==> src/design/rsks_pkg.sv <==
// Shared constants, types and tables for the rectifier soft-knee shaper.
`default_nettype none
package rsks_pkg;

   localparam int CORDIC_STAGES_DEF = 16;
   localparam int SAMPLE_BITS_DEF   = 16;

   localparam int ATAN_ENTRIES = 24;
   localparam int PRESHIFT     = 8;
   localparam int Z_W          = 32;
   localparam int DROP_W       = 17;
   localparam int SOFT_W       = 23;
   localparam int SZ_W         = SOFT_W + 1 + Z_W;
   localparam int GAIN_W       = 20;
   localparam int Q_SHIFT      = 30;
   localparam int CSR_INDEX_W  = 1;
   localparam int CSR_DATA_W   = SOFT_W;

   localparam logic [DROP_W-1:0] DROP_FULL   = 17'd65536;
   localparam logic [DROP_W-1:0] DROP_RESET  = 17'd0;
   localparam logic [SOFT_W-1:0] SOFT_RESET  = 23'd32768;
   localparam logic [SOFT_W-1:0] SOFT_MIN    = 23'd1;
   localparam logic [GAIN_W-1:0] INV_GAIN_Q20 = 20'd636751;

   typedef enum logic [CSR_INDEX_W-1:0] {
      CSR_DROP = 1'b0,
      CSR_SOFT = 1'b1
   } csr_index_type;

   // atan(2^-i) in Q2.30, rounded to nearest
   localparam logic [Z_W-1:0] ATAN_Q30 [ATAN_ENTRIES] = '{
      32'd843314857, 32'd497837829, 32'd263043837, 32'd133525159,
      32'd67021687,  32'd33543516,  32'd16775851,  32'd8388437,
      32'd4194283,   32'd2097149,   32'd1048576,   32'd524288,
      32'd262144,    32'd131072,    32'd65536,     32'd32768,
      32'd16384,     32'd8192,      32'd4096,      32'd2048,
      32'd1024,      32'd512,       32'd256,       32'd128
   };

endpackage
`default_nettype wire

==> src/design/rsks_front.sv <==
// Front end: full-wave rectification, drop scaling and CORDIC vector set-up.
`default_nettype none
module rsks_front
   import rsks_pkg::*;
#(
   parameter int SAMPLE_BITS = SAMPLE_BITS_DEF,
   parameter int CW          = 34
) (
   input  wire logic                          clock,
   input  wire logic                          reset,
   input  wire logic                          in_valid,
   input  wire logic signed [SAMPLE_BITS-1:0] sample,
   input  wire logic        [DROP_W-1:0]      drop,
   input  wire logic        [SOFT_W-1:0]      softness,
   output logic                               out_valid,
   output logic             [SAMPLE_BITS-1:0] x,
   output logic signed      [CW-1:0]          cx,
   output logic signed      [CW-1:0]          cy
);

   localparam int PW = SAMPLE_BITS + DROP_W;

   logic                   v1_ff, v1_in;
   logic [PW-1:0]          prod_ff, prod_in;
   logic                   v2_ff, v2_in;
   logic [SAMPLE_BITS-1:0] x_ff, x_in;
   logic [SAMPLE_BITS-1:0] mag;
   logic [DROP_W-1:0]      keep;
   logic [PW:0]            rounded;

   always_comb begin
      mag     = sample[SAMPLE_BITS-1] ? (~sample + 1'b1) : sample;
      keep    = DROP_FULL - drop;
      prod_in = PW'(mag) * PW'(keep);
      v1_in   = in_valid;
      rounded = {1'b0, prod_ff} + (PW+1)'(32768);
      x_in    = rounded[SAMPLE_BITS+15:16];
      v2_in   = v1_ff;
   end

   always_ff @(posedge clock) begin
      if (reset) begin
         v1_ff <= 1'b0;
         v2_ff <= 1'b0;
      end else begin
         v1_ff <= v1_in;
         v2_ff <= v2_in;
      end
      prod_ff <= prod_in;
      x_ff    <= x_in;
   end

   assign out_valid = v2_ff;
   assign x         = x_ff;
   assign cx        = $signed(CW'(softness) << PRESHIFT);
   assign cy        = $signed(CW'(x_ff) << PRESHIFT);

endmodule
`default_nettype wire

==> config.mk <==
export PLATFORM = sky130hd
export DESIGN_NAME = rsks_front
export DESIGN_NICKNAME = d
export VERILOG_FILES = /design/src/design/rsks_pkg.sv /design/src/design/rsks_front.sv
export SDC_FILE = /design/constraint.sdc
export NUM_CORES = 1
export LEC_CHECK = 0
export ABC_CLOCK_PERIOD_IN_PS = 9400
export BUFFER_PORTS_ARGS = -buffer_cell sky130_fd_sc_hd__clkbuf_2
export CORE_MARGIN = 4
export CORE_UTILIZATION = 55
export DETAILED_ROUTE_END_ITERATION = 8
export PLACE_DENSITY = 0.78
export SETUP_SLACK_MARGIN = 0.02
export SYNTH_ARGS = -nofsm -noshare
export SYNTH_HDL_FRONTEND = slang
export SYNTH_SLANG_ARGS = --single-unit
==> constraint.sdc <==
create_clock -name clock -period 9.4 [get_ports clock]
set_input_delay 1.88 -clock clock [delete_from_list [all_inputs] [get_ports clock]]
set_output_delay 1.88 -clock clock [all_outputs]
set_load 0.03 [all_outputs]
---- Word-level counts from Yosys, hierarchy flattened ----
Index checks and enable logic that the tools add are counted.
storage, ports and cells
  output and inout bits ................... 85
  word-level logic and storage cells ...... 10
  register bits ........................... 50
operators by class
  muxes and demuxes ....................... 1
  bitwise logic cells ..................... 1
  $add $sub $neg .......................... 3
  multiply operators ...................... 1
operators by type and width
  kind                                            number
  adder 32 x 16 -> 32 bit, second input constant  1
  multiplier 16 x 17 -> 32 bit                    1
  subtractor 17 bit, first input constant         1
  adder 16 x 1 -> 16 bit, second input constant   1
  2-to-1 mux 16 bit                               1
  NOT 16 bit                                      1

---- Logic depth before layout (Yosys ltp) ----
  word-level depth ........................ 4
  mapped depth ............................ 29
  depth with buffers taken out ............ 26

---- Worst setup path before layout ----
OpenSTA, ideal clock, no wires.
  kind .................................... input port to flip-flop
  start ................................... input drop[2]
  end ..................................... register prod_ff[31]
  slack ................................... 124 ps
  data arrival time ....................... 9153 ps
  cell stages on the path ................. 27
  path through ............................ or3_1 or3_1 or2_2 or3_1 or3_1 xor2_1 buf_2 nand2_1 fa_1 inv_1 fa_1 inv_1 fa_1 inv_1 fa_1 fa_1 inv_1 fa_1 inv_1 ha_1 and4_1 nand2_1 o31a_1 a21boi_0 a21bo_2 o21ai_0 xnor2_1
between the ends
  word-level cells in the longest chain between the ends .. 2
ends and longest elaborated chain
  element                       RTL line          RTL
  start: declaration            rsks_front.sv:13  input wire logic [DROP_W-1:0] drop,
  subtractor 17 bit             rsks_front.sv:33  keep = DROP_FULL - drop;
  multiplier 16 x 17 -> 32 bit  rsks_front.sv:34  prod_in = PW'(mag) * PW'(keep);
  via prod_in[31]               rsks_front.sv:24  logic [PW-1:0] prod_ff, prod_in;
  end signal: assignment        rsks_front.sv:49  prod_ff <= prod_in;
  end: declaration              rsks_front.sv:24
The timed path passes the listed nets, and every way through them passes these cells.
A chain may end at the register's enable or synchronous reset.

---- Worst setup path in the final report ----
  start ................................... input drop[3]
  end ..................................... register prod_ff[31]
Same word-level chain as after synthesis.

==> run summary <==
outcome: completed
Final period util: 0.9635
first-pass GRT wire length: 42190 um
pin count of the biggest net entering global routing: 18
vias in the first global route: 8895
HP Start: v1_ff
Die Area: 21440 um2
Yosys top cell area share: 0.3913
Cell Area, Synth: 10540 um2
clock period minus final worst setup slack: 9.056 ns
post-route DRC violation count: 0
slew of the pin with the lowest slew margin: 1.228 ns
Chip Height: 146.4 um
Startpoint Class: input pin
max-slew violations: 0
top_reg_cell synth: dfxtp_1
crit-path max cell delay: 0.54 ns
Synth Area in XOR/XNOR: 0.06481
post-synthesis simple-gate area fraction: 0.1586
post-DP HPWL: 21000 um
clock-pin slew on the worst setup and hold paths: 0.05 ns
cts hold-fix bufs: 0
DR pass1 iterations: 6
Synth area leader: fa_1
DR iter-0 viols: 577
ant diodes: 0
# clock sinks: 35
# setup viols final: 0
slew margin rel.: 0.1755
Crit Path Class: in -> reg
adder-cell area share of the yosys netlist: 0.5112
CP arrival: 9.21 ns
clock buffer count from CTS: 5
dpl cells: 1508
RSZ-0062 raised after global routing: false
ys async rst share: 0
Fmax: 110.4 MHz
cells after synthesis: 1219
GRT Total Usage: 0.2413
main combinational cell family by area after synthesis: adder cells
io pins: 144
Yosys warning count: 0
via count: 8117
Max Clock Skew: 0.001830 ns
GRT overflow: 0
top post-synthesis cells by count: inv_1, fa_1, nand2_1
worst setup path start: drop[3]
post-synthesis mux area share: 0.002018
final wirelength: 24730 um
most numerous cell on the critical path: fa_1
Worst R2R Start: prod_ff[17]
layout cells sized above 1: 0.1139
Wirelength per Cell: 16.31 um
core area: 18770 um2
htree depth: 2
Max Cap Viol: 0
Clock Path Buffers: 2
most common cell in the netlist: inv_1
register area share after synthesis: 0.06648
TritonCTS clock tree: built
fin nets: 1647
biggest area contributors in the synthesized netlist: fa_1, ha_1, inv_1
Post-DRT Antenna Nets: 0
die width: 146.4 um
synthesis-to-finish area growth: 7.075%
Worst EP required: 9.56 ns
drt via density: 5.354
Initial Utilization: 0.5616
Yosys cell types: 52
clk root buf: clkbuf_16
std cell rows: 50
Buffers on Ports: 68
hold crit path type: reg -> reg
placer congestion estimate: 0.9586
Fin. Hold Viols: 0
fin cells: 1516
Crit-path slowest cell: fa_1
Post-synth EDFFs: 0
CP endpoint kind: register
fraction of the mapped netlist area in compound gates: 0.04855
mean cell area of the mapped netlist: 8.647 um2
Clk Latency, worst-skew pair: 0.27 ns
maximum fanout along the worst path: 16
antenna violations before repair: 0
Synth Register Bits: 35
-- through the flow --
stage          hold WS, ns  setup WS (ns)    util  setup TNS [ns]  cell area [um2]
2_1_floorplan       0.4095         0.1243       -               0            10650
3_3_place_gp        0.4203         0.1812  0.5915               0            11100
3_5_place_dp        0.4302       -0.05228  0.5915        -0.05228            11100
4_1_cts             0.4417         0.2091  0.5998               0            11260
5_1_grt             0.4637        0.03253  0.6013               0            11290
6_report            0.4383         0.3436  0.6013               0            11290
-- cell usage in the layout, fill, tap and decap left out, types with 6 or more instances in the layout --
cell	count
inv_1	252
fa_1	206
nand2_1	193
ha_1	100
nor2_1	73
clkbuf_2	68
buf_4	52
and2_1	48
xnor2_1	45
dfxtp_1	35
xor2_1	29
conb_1	29
a21oi_1	27
o21ai_0	14
a21o_1	11
nand4_1	9
nand3_1	8
or3_1	6
-- critical path, delay by kind of cell --
family,cells,cell delay (ns)
XOR/XNOR,2,0.32
buffers and inverters,8,0.69
AND/OR/NAND/NOR,8,2.18
adder cells (fa/ha/maj),7,3.32
AO/OA/AOI/OAI,4,0.82
-- cell type report --
class | count | area, um2
Inverter | 252 | 945.9
Clock inverter | 2 | 16.27
Sequential cell | 35 | 700.7
Multi-Input combinational cell | 865 | 8421
Tap cell | 234 | 292.8
Fill cell | 1593 | 7482
Timing Repair Buffer | 122 | 770.7
Clock buffer | 6 | 138.9
-- cell families (layout without fill, tap and decap cells) --
kind of cell	Yosys count	in the layout
and+or+nand+nor	368	368
buffers and inverters	347	382
adders and majority gates	307	307
AOI/OAI and AO/OA	81	81
xor gates and xnor gates	78	78
DFF	35	35
muxes	2	2
other	1	29
-- worst paths after layout --
kind,to,slack (ns),cells past startpoint
setup reg to reg,x[14],7.88,7
setup / recovery,prod_ff[31],0.34,29
hold reg to reg,out_valid,0.44,1
hold / removal,out_valid,0.44,1
-- state kept, by name, indices dropped and copies added (netlist names) --
register and cells:
out_valid 1, x 16, v1_ff 1, prod_ff 17
-- metal layers --
layer / wire, um / GRT usage
met4: 1145 / 0.1119
met5: 0 / 0
met2: 12500 / 0.4251
met3: 1786 / 0.02948
met1: 9301 / 0.2959
-- timing repair --
item                                    in CTS  in global routing
endpoints found under the setup margin       0                  3
gates resized for setup                      0                  8
buffers inserted                             0                  0
Power is left out: the tool's default activity adds up to more than one toggle a clock period on the data nets, which glitch-free logic cannot reach.
