==> src/design/rsks_pkg.sv <==
// Shared constants, types and tables for the rectifier soft-knee shaper.
`default_nettype none
package rsks_pkg;

   localparam int CORDIC_STAGES_DEF = 16;
   localparam int SAMPLE_BITS_DEF   = 16;

   localparam int ATAN_ENTRIES = 24;
   localparam int PRESHIFT     = 8;
   localparam int Z_W          = 32;
   localparam int DROP_W       = 17;
   localparam int SOFT_W       = 23;
   localparam int SZ_W         = SOFT_W + 1 + Z_W;
   localparam int GAIN_W       = 20;
   localparam int Q_SHIFT      = 30;
   localparam int CSR_INDEX_W  = 1;
   localparam int CSR_DATA_W   = SOFT_W;

   localparam logic [DROP_W-1:0] DROP_FULL   = 17'd65536;
   localparam logic [DROP_W-1:0] DROP_RESET  = 17'd0;
   localparam logic [SOFT_W-1:0] SOFT_RESET  = 23'd32768;
   localparam logic [SOFT_W-1:0] SOFT_MIN    = 23'd1;
   localparam logic [GAIN_W-1:0] INV_GAIN_Q20 = 20'd636751;

   typedef enum logic [CSR_INDEX_W-1:0] {
      CSR_DROP = 1'b0,
      CSR_SOFT = 1'b1
   } csr_index_type;

   // atan(2^-i) in Q2.30, rounded to nearest
   localparam logic [Z_W-1:0] ATAN_Q30 [ATAN_ENTRIES] = '{
      32'd843314857, 32'd497837829, 32'd263043837, 32'd133525159,
      32'd67021687,  32'd33543516,  32'd16775851,  32'd8388437,
      32'd4194283,   32'd2097149,   32'd1048576,   32'd524288,
      32'd262144,    32'd131072,    32'd65536,     32'd32768,
      32'd16384,     32'd8192,      32'd4096,      32'd2048,
      32'd1024,      32'd512,       32'd256,       32'd128
   };

endpackage
`default_nettype wire

==> src/design/rsks_cordic_stage.sv <==
// One registered CORDIC vectoring iteration.
`default_nettype none
module rsks_cordic_stage
   import rsks_pkg::*;
#(
   parameter int SAMPLE_BITS = SAMPLE_BITS_DEF,
   parameter int CW          = 34,
   parameter int STAGE       = 0
) (
   input  wire logic                          clock,
   input  wire logic                          reset,
   input  wire logic                          in_valid,
   input  wire logic        [SAMPLE_BITS-1:0] in_x,
   input  wire logic signed [CW-1:0]          in_cx,
   input  wire logic signed [CW-1:0]          in_cy,
   input  wire logic signed [Z_W-1:0]         in_z,
   output logic                               out_valid,
   output logic             [SAMPLE_BITS-1:0] out_x,
   output logic signed      [CW-1:0]          out_cx,
   output logic signed      [CW-1:0]          out_cy,
   output logic signed      [Z_W-1:0]         out_z
);

   localparam logic signed [Z_W-1:0] ANGLE = $signed(ATAN_Q30[STAGE]);

   logic                    valid_ff, valid_in;
   logic [SAMPLE_BITS-1:0]  x_ff, x_in;
   logic signed [CW-1:0]    cx_ff, cx_in;
   logic signed [CW-1:0]    cy_ff, cy_in;
   logic signed [Z_W-1:0]   z_ff, z_in;
   logic signed [CW-1:0]    dx;
   logic signed [CW-1:0]    dy;

   always_comb begin
      dx       = in_cy >>> STAGE;
      dy       = in_cx >>> STAGE;
      valid_in = in_valid;
      x_in     = in_x;
      if (!in_cy[CW-1]) begin
         cx_in = in_cx + dx;
         cy_in = in_cy - dy;
         z_in  = in_z + ANGLE;
      end else begin
         cx_in = in_cx - dx;
         cy_in = in_cy + dy;
         z_in  = in_z - ANGLE;
      end
   end

   always_ff @(posedge clock) begin
      if (reset) begin
         valid_ff <= 1'b0;
      end else begin
         valid_ff <= valid_in;
      end
      x_ff  <= x_in;
      cx_ff <= cx_in;
      cy_ff <= cy_in;
      z_ff  <= z_in;
   end

   assign out_valid = valid_ff;
   assign out_x     = x_ff;
   assign out_cx    = cx_ff;
   assign out_cy    = cy_ff;
   assign out_z     = z_ff;

endmodule
`default_nettype wire

==> config.mk <==
export PLATFORM = sky130hd
export DESIGN_NAME = rsks_cordic_stage
export DESIGN_NICKNAME = d
export VERILOG_FILES = /design/src/design/rsks_pkg.sv /design/src/design/rsks_cordic_stage.sv
export SDC_FILE = /design/constraint.sdc
export NUM_CORES = 1
export LEC_CHECK = 0
export BUFFER_PORTS_ARGS = -buffer_cell sky130_fd_sc_hd__buf_2
export CAP_MARGIN = 20
export CORE_MARGIN = 4
export CORE_UTILIZATION = 59
export CTS_CLUSTER_DIAMETER = 50
export DETAILED_ROUTE_END_ITERATION = 6
export GPL_TIMING_DRIVEN = 0
export PLACE_DENSITY_LB_ADDON = 0.15
export SYNTH_ARGS = -nofsm -noshare
export SYNTH_HDL_FRONTEND = slang
export SYNTH_SLANG_ARGS = --single-unit
==> constraint.sdc <==
create_clock -name clock -period 6 [get_ports clock]
set_input_delay 0.6 -clock clock [delete_from_list [all_inputs] [get_ports clock]]
set_output_delay 0.6 -clock clock [all_outputs]
set_load 0.03 [all_outputs]
# Yosys cells after proc, flatten, opt, wreduce, memory -nomap -nowiden
# Index checks and enable logic that the tools add are counted.
dict set report word_totals {
  wordCells 13
  ff_bits 117
}
dict set report op_classes {
  n_mux 3
  add_sub_neg 5
}
# cell n
set op_table {}
lappend op_table {{34-bit two-way mux} 2}
lappend op_table {{34-bit subtractor} 2}
lappend op_table {{34-bit adder} 1}
lappend op_table {{32-bit by 31-bit adder with 32-bit output, second input constant} 1}
lappend op_table {{32-bit two-way mux} 1}
lappend op_table {{32-bit by 31-bit subtractor with 32-bit output, second input constant} 1}

# Longest topological paths before layout
dict set report depth {
  ltp_word 2
  ltp_mapped 13
  depth_no_buf 12
}

# Least setup slack after synthesis
# No wires, ideal clock.
dict set report synth_timing {
  path_kind {input -> register}
  from {in in_cy[33]}
  to {reg z_ff[29], in the netlist out_z[29]}
  t_required_ps 5882
  slack_ps 2133
  path_stages 13
  n_path_buf 2
  arrival_time_ps 3749
  cell_sequence {inv_1 clkbuf_1 clkbuf_1 ha_1 and3_1 and2_1 a221oi_1 o2111ai_1 a31oi_1 o21ai_1 a221oi_2 o21ai_1 xnor2_1}
}
dict set report synth_via {
  elab_chain_len 1
}
# item line
set synth_lines {}
lappend synth_lines {{start, declared} rsks_cordic_stage.sv:15} ;# input wire logic signed [CW-1:0] in_cy,
lappend synth_lines {{32-bit two-way mux} rsks_cordic_stage.sv:39} ;# if (!in_cy[CW-1]) begin
lappend synth_lines {{named net z_in[29]} rsks_cordic_stage.sv:30} ;# logic signed [Z_W-1:0] z_ff, z_in;
lappend synth_lines {{end signal, assigned} rsks_cordic_stage.sv:59} ;# z_ff <= z_in;
lappend synth_lines {{end, declared} rsks_cordic_stage.sv:30}
# The timed path passes the listed nets, and every way through them passes these cells.
# A chain may end at the register's enable or synchronous reset.

# Worst setup path after layout
# Same ends and word-level chain as after synthesis.

==> qor.txt <==
top-count cell post-synth: a21oi_1
fmax: 219 MHz
FF+latch count, synth: 116
Vias per Instance: 6.03
DRC errors left: 0
nets@finish: 1716
Post-synth EDFFs: 0
worst setup path endpoint: out_z[29]
number of fill cells: 1287
final slew viol count: 0
Longest Clk Path Bufs: 2
startpoint type of the worst setup path: input pin
total gr overflow: 0
clock power share: 31.4%
Mean Syn Cell Area: 7.93 um^2
CP Data Arrival Time: 4.88 ns
Post-DP HPWL: 25000 um
Pre-antenna DRT Iters: 6
Slew HR: 35.5%
htree depth: 4
ranking of synthesized cells by area: dfxtp_1 (24%), ha_1 (17%), a21oi_1 (6.9%)
critical setup path kind: in2reg
Int Pwr: 2.05 mW
Sw Pwr: 1.40 mW
Worst Hold Launch: in_x[8]
Total GRT Usage: 33.8%
switching share of power: 40.5%
Synth Flop Type: dfxtp_1
routed via count: 10200
die width: 136 um
die height: 136 um
syn nets: 1462
Async S/R FF share, synth: 0%
TritonCTS Buffers: 17
final setup fails: 0
CTS sink count: 116
post-synth top area cell: dfxtp_1
crit path launch: in_cy[33]
Hold Path Class: in2reg
synth unique cells: 69
standard-cell rows: 46
Top Ports: 236
fraction of layout cells with a size suffix above 1: 20.8%
share of the synthesized area in the top cell type: 24.2%
sequential area share after synthesis: 24.2%
P&R area growth vs syn: 21.5%
CTS resizes: 0
unrepaired setup endpoints after global routing: no
initial antenna violation count: 0
CP Max Fanout: 25
diode count: 0
peak supply drop: 0.000205 V
Final TNS setup: 0 ns
part of the power in registers: 28.3%
core area: 0.0159 mm^2
GP Congestion: 1.01
CTS tree: built
setup slack after layout: 1.44 ns
commonest cells in the netlist: a21oi_1 (133), ha_1 (129), dfxtp_1 (116)
Initial DRC Count: 898
Ys Warns: 0
Lkg Pwr: 5.69 nW
Worst EP required: 6.31 ns
Fin. Hold Viols: 0
MaxCap Viol Count: 0
status: complete, no violations
Comb pwr share: 40.3%
clk root buf: clkbuf_16
Initial Util: 60.4%
pre-CTS WS: 1.13 ns
Synth Instances: 1210
Final min period: 4.56 ns
first-pass GRT wire length: 49200 um
Power Density: 296 mW/mm^2
DRT antenna net count: 0
CP Capture Type: register
Die Area: 0.0184 mm^2
Clk pin slew, worst setup/hold paths: 0.06 ns
hold_buf cts: 0
Tightest Pin Transition: 0.967 ns
final core utilization: 73.4%
cell area after synthesis: 0.00960 mm^2
Final Cycle Share: 76.0%
IO buf count: 235
Routed WL: 32300 um
largest net degree at the start of global routing: 26
Post-CTS Setup Repair Bufs: 0
vias in the first global route: 9708
routed len/inst: 19.1 um
-- cell type report --
cell class                 instances  area [um^2]  share of cell area (%)
inverter                         112          420                    3.61
buffer                            46          201                    1.73
clock buffer                      18          439                    3.77
sequential                       116         2320                    19.9
tap                              216          270                    2.32
timing repair buffer             235         1180                    10.1
multi-input combinational        936         6650                    57.1
clock inverter                    14          178                    1.52
-- placed cells by master, fill, tap and decap left out, drive strengths merged, types with 9 or more instances in the layout --
cell,instances
a21oi,133
dfxtp,116
o21bai,15
nand2,47
inv,111
xnor2,72
clkinv,9
o21ai,98
ha,129
o21a,16
a211oi,12
nand2b,17
and2,10
a221oi,10
mux2i,11
a21o,40
a31oi,18
or3,9
nand4,12
nor2b,15
nor3,22
nand3,23
nor2,94
xor2,22
buf,258
o211ai,9
and3,12
clkbuf,41
-- per-stage QoR --
stage               hold WS [ns]  power (mW)  area, um^2  cells
finish                     0.269        3.45       11700   1693
global route               0.266        3.59       11700   1693
global placement           0.703        2.34       11000   1661
floorplan                  0.628        1.94        9600   1210
detailed placement         0.704        2.35       11000   1661
CTS                        0.270        3.43       11700   1693
-- worst min path at each step --
stage	end	slack, ns	depth (start not counted)
3_5_place_dp	out_x[4]	0.70	1
2_1_floorplan	out_x[0]	0.63	0
3_3_place_gp	out_x[8]	0.70	1
6_report	out_x[8]	0.27	1
5_1_grt	out_x[11]	0.27	1
4_1_cts	out_x[11]	0.27	1
-- power by group through the flow --
stage / registers (mW) / logic [mW] / clock network [mW]
6_report: 0.975 / 1.39 / 1.09
5_1_grt: 0.987 / 1.48 / 1.12
4_1_cts: 0.976 / 1.37 / 1.09
3_5_place_dp: 0.992 / 1.36 / 0
3_3_place_gp: 0.985 / 1.35 / 0
2_1_floorplan: 1.32 / 0.614 / 0
-- flip-flops by register name, summed over array words and instances (netlist names) --
| name | count |
|---|---|
| out_cx | 33 |
| out_cy | 34 |
| out_valid | 1 |
| out_x | 16 |
| out_z | 32 |
-- critical path, cell delays in order --
cell	delay, ns
buf_2	0.28
inv_1	0.25
clkbuf_1	0.53
clkbuf_2	0.72
ha_1	0.39
o21ai_0	0.10
nor2_1	0.09
o31ai_1	0.59
o2111ai_1	0.25
a31oi_1	0.28
o21ai_1	0.16
a221oi_2	0.37
o21ai_1	0.12
xnor2_1	0.13
-- logic make-up after synthesis --
group,after synthesis,synth area share (%)
muxes,11,1.15
and+or+nand+nor,286,14.7
xor gates and xnor gates,94,8.58
buffers and inverters,158,6.47
DFF,116,24.2
AOI/OAI and AO/OA,412,27.3
adders and majority gates,133,17.7
-- metal layers --
metal	GRT usage (%)	up-vias	wire (um)
li1	-	4786	-
met5	0	-	0
met1	41.1	4689	12600
met4	15.5	0	1540
met2	57.7	615	15000
met3	6.87	126	3150
(Power assumes the default switching activity.)
